`src/hdl/pnrf_ram.sv`:
```
// Simple dual-port synchronous RAM, one write and one registered read port.
`default_nettype none
module pnrf_ram #(
  parameter int W  = 8,
  parameter int D  = 16,
  parameter int AW = 4
) (
  input  wire logic          clk,
  input  wire logic          we,
  input  wire logic [AW-1:0] waddr,
  input  wire logic [W-1:0]  wdata,
  input  wire logic [AW-1:0] raddr,
  output logic      [W-1:0]  rdata
);

  logic [W-1:0] mem [D];

  // Write port
  always_ff @(posedge clk) begin
    if (we) begin
      mem[waddr] <= wdata;
    end
  end

  // Registered read port, read before write
  always_ff @(posedge clk) begin
    rdata <= mem[raddr];
  end

endmodule
`default_nettype wire
```
`config.mk`:
```
export PLATFORM = sky130hd
export DESIGN_NAME = pnrf_ram
export DESIGN_NICKNAME = d
export VERILOG_FILES = /design/src/hdl/pnrf_ram.sv
export SDC_FILE = /design/constraint.sdc
export NUM_CORES = 1
export LEC_CHECK = 0
export ABC_AREA = 0
export BUFFER_PORTS_ARGS = -buffer_cell sky130_fd_sc_hd__buf_2
export CORE_MARGIN = 2
export CORE_UTILIZATION = 30
export DETAILED_ROUTE_END_ITERATION = 12
export HOLD_SLACK_MARGIN = 0.15
export PLACE_DENSITY = 0.47
export SLEW_MARGIN = 0
export SYNTH_ARGS = -nofsm -noshare
export SYNTH_HDL_FRONTEND = slang
export SYNTH_SLANG_ARGS = --single-unit
```
`constraint.sdc`:
```
create_clock -name clk -period 1.9 [get_ports clk]
set_clock_uncertainty 0.1 [all_clocks]
set_input_delay 0.38 -clock clk [delete_from_list [all_inputs] [get_ports clk]]
set_output_delay 0.38 -clock clk [all_outputs]
set_load 0.1 [all_outputs]
```
Yosys cells after proc, flatten, opt, wreduce, memory -nomap -nowiden
Memory sizes are Yosys's and may differ from the RTL's. A register that Yosys moved wholly into a read port is not among the register bits.
Cells that the tools add are included.
{"block": "totals", "ff_bits": 0, "ramBits": 128, "in_bits": 18, "out_inout_bits": 8, "elab_cells": 3, "mem_count": 1}
{"memory": "mem", "depth": 16, "width": 8, "rd": 1, "rd_ports_with_merged_regs": 1, "write_ports": 1, "line": "16", "text": "logic [W-1:0] mem [D];"}
{"block": "op_classes", "n_mux": 2}
{"cell": "$mux W1", "count": 2}

Logic depth before layout (Yosys ltp)
{"block": "logic_depth", "ltp_word": 2, "mapped_depth": 5, "depth_no_buf": 3}

Least setup slack after synthesis
No wires, ideal clock.
{"block": "synth_timing", "path_type": "input-to-reg", "startpoint": "input port waddr[2]", "endpoint": "memory mem[0][0] (enable)", "setup_time_ns": 0.383, "arrival_ns": 1.490, "required_time_ns": 1.417, "slack_ns": -0.073, "path_stages": 2, "n_path_buf": 0, "cell_sequence": "or3b_2 > nor3_1"}
{"element": "from (decl)", "line": "10", "text": "input wire logic [AW-1:0] waddr,"}
{"element": "to (decl)", "line": "16"}
Straight into the memory's write port.

Final worst setup path
{"block": "layout_timing", "startpoint": "register rdata[4], read port of mem", "endpoint": "output port rdata[4]"}
{"element": "from (decl)", "line": "13", "text": "output logic [W-1:0] rdata"}
No word-level cell between the ends.

==> flow_summary.toml <==
[worst_setup_path]
critical_path_class = "reg2out"
crit_family = "buffers and inverters"
worstSetupPathDepth = 1
rrSetupSlack_ns = 0.47
crit_fanout = 1
timing.rr.start = "mem[0][3]$_DFFE_PP_"
critPathBufInv = 1
critPathLaunchType = "flop"
r2r_cells = 3
worstSetupEndpointType = "output pin"
slowest_delay_ns = 0.45
path_cells = "buf_2"
r2r_end = "rdata[3]$_DFF_P_"
critPathRequiredTime_ns = 1.42
critPathArrivalTime_ns = 1.22
crit_slowest_cell = "buf_2"

[floorplan]
die_w_um = 135
dieHeight_um = 135
die_area_um2 = 18200
ios = 26
initial_utilization_pct = 30.8
rows = 47
core_area_um2 = 16700

[timing]
drv_slew = 0
finalCritPeriodShare_pct = 89.7
rsz0062_at_grt = "no"
hold_viol_final = 0
tightestPinTransition_ns = 0.831
min_period_ns = 1.70
max_freq_ghz = 0.587
fin_ws_ns = 0.195
relSlewSlack_pct = 44.4
hold_slack_ns = 0.262
tns_ns = 0
setup_viol = 0

[routing]
drcViolationCount = 0
vias = 2445
drtAntennaViolNets = 0
wirelength_um = 10900
drt-initial-drc-count = 216
wl_per_cell_um = 20.8
first_pass_iters = 4
vias_per_cell = 4.68

[clock_tree]
clock-sinks = 136
postCtsResizedCells = 0
clk_latency_ns = 0.41
cts.hold.buffers_added = 0
numCtsBuffers = 17
postCtsSetupBuffers = 0
cts.htree.levels = 4
root_buffer = "clkbuf_16"
cts.path.max_buffers = 2
cts_tree = "built"
path_clk_slew_ns = 0.06

[status]
status = "finished, final reports clean"

[cells_and_area]
drive_above_1_share_pct = 32.8
nFillCells = 1565
syn2layout_area_growth_pct = 21.9
fin_nets = 307
diodes = 0
fin_area_um2 = 6270

[placed_design]
dp_hpwl_um = 7310
gp_congestion = 0.715
pre_cts_ws_ns = -0.0183
place_area_um2 = 5690
placement.io_buffers = 25

[min_path]
worstHoldPathType = "in2reg"
hold_path_end = "mem[6][1]$_DFFE_PP_"
hp-start = "wdata[1]"
hold_depth = 1

[synthesis]
synth_top_area_share_pct = 74.7
ys_warn_count = 0
synth_area_um2 = 5150
yosys.area.top_type = "edfxtp_1"
synth.top_cells.by_count = "edfxtp_1 (128), mux4_2 (18), a22oi_1 (16)"
synth_ff_type = "edfxtp_1"
ys_types = 19
synthMostInstantiatedCell = "edfxtp_1"
synth_area_leaders = "edfxtp_1 (75%), mux4_2 (7.9%), mux4_1 (7.1%)"
synth-async-reset-ratio_pct = 0
synth-seq-cells = 136
synth_edf_count = 128
synth-seq-area-share_pct = 77.8
synthesis.nets = 247
synthCells = 229
syn_area_per_cell_um2 = 22.5

[power]
power_frac_comb_pct = 6.6
power_frac_seq_pct = 47.8
switching_power_mw = 1.51
p_leak_nw = 2.12
p_clk_share_pct = 45.6
peakVddDrop_mv = 0.617
p_sw_share_pct = 21.4
powerDensity_nw_per_um2 = 1130
p_int_mw = 5.55
power.total_mw = 7.06

[flow_run]
maxCapViolCount = 0

[global_routing]
grt_max_degree = 17
grt_pass1_vias = 2634
grtUsageTotal_pct = 13.0
grt.overflow.total = 0
antenna_found_initial = 0
grt_pass1_wl_um = 16600
-- state kept, by name, summed over array words and instances, names as in the netlist --
register and count:
mem 128, rdata 8
-- final cells by class --
| class | instances | area (µm²) | area share [%] |
|---|---|---|---|
| timing repair buffer | 51 | 345 | 5.50 |
| clock inverter | 13 | 154 | 2.45 |
| sequential | 136 | 4000 | 63.8 |
| multi-input combinational | 83 | 1060 | 16.9 |
| clock buffer | 19 | 433 | 6.90 |
| tap | 220 | 275 | 4.39 |
-- per-stage QoR --
step | cells | utilization (%)
after floorplan | 229 | -
after global placement | 490 | 34.1
after detailed placement | 490 | 34.1
after CTS | 522 | 37.6
after global routing | 522 | 37.6
final | 522 | 37.6
-- worst register-to-register path, cell delays in order (launching register included) --
cell      delay (ns)
edfxtp_1        0.36
mux4_1          0.51
a22oi_1         0.25
nand2_1         0.10
-- layer usage --
layer	global-route usage [%]	vias to the layer above	part of all wire (%)
li1	-	1092	-
met1	16.7	1278	46
met2	21.0	60	49
met3	3.75	15	4.4
met4	5.09	0	1.4
met5	0	-	0
-- placed cells by master, fill, tap and decap left out --
master	count
nor2b_1	1
nand2_1	9
or3b_2	1
dfxtp_1	8
clkinv_2	3
buf_2	25
clkinv_4	2
clkbuf_1	2
a22oi_1	16
and2b_1	1
buf_4	24
nand2b_1	2
edfxtp_1	128
nor3_2	1
and2_1	1
nor2_1	13
nand3b_1	2
clkinv_1	2
mux4_1	14
inv_6	1
buf_12	2
bufinv_16	3
mux4_2	18
clkinvlp_4	2
nor3_1	3
clkbuf_16	17
nand3_1	1
-- logic make-up after synthesis --
| kind of cell | Yosys count | synth area share [%] |
|---|---|---|
| flops | 136 | 77.8 |
| simple gates | 35 | 3.18 |
| compound gates | 16 | 2.33 |
| mux | 32 | 15.0 |
| buf+inv | 10 | 1.68 |
-- power groups by stage --
| stage | combinational (mW) | sequential (mW) | clock [mW] |
|---|---|---|---|
| detailed placement | 0.475 | 3.44 | 0 |
| floorplan | 0.171 | 3.58 | 0 |
| CTS | 0.475 | 3.37 | 3.30 |
| global route | 0.499 | 3.38 | 3.43 |
| global placement | 0.471 | 3.44 | 0 |
| finish | 0.465 | 3.37 | 3.22 |
-- worst max-delay path by stage --
| stage | from | end |
|---|---|---|
| after floorplan | waddr[2] | mem[3][0]$_DFFE_PP_ |
| after global placement | raddr[0] | rdata[7]$_DFF_P_ |
| after detailed placement | raddr[0] | rdata[3]$_DFF_P_ |
| after CTS | rdata[7]$_DFF_P_ | rdata[7] |
| after global routing | rdata[7]$_DFF_P_ | rdata[7] |
| final | rdata[4]$_DFF_P_ | rdata[4] |
No activity file was read; power rests on OpenSTA's default activity.
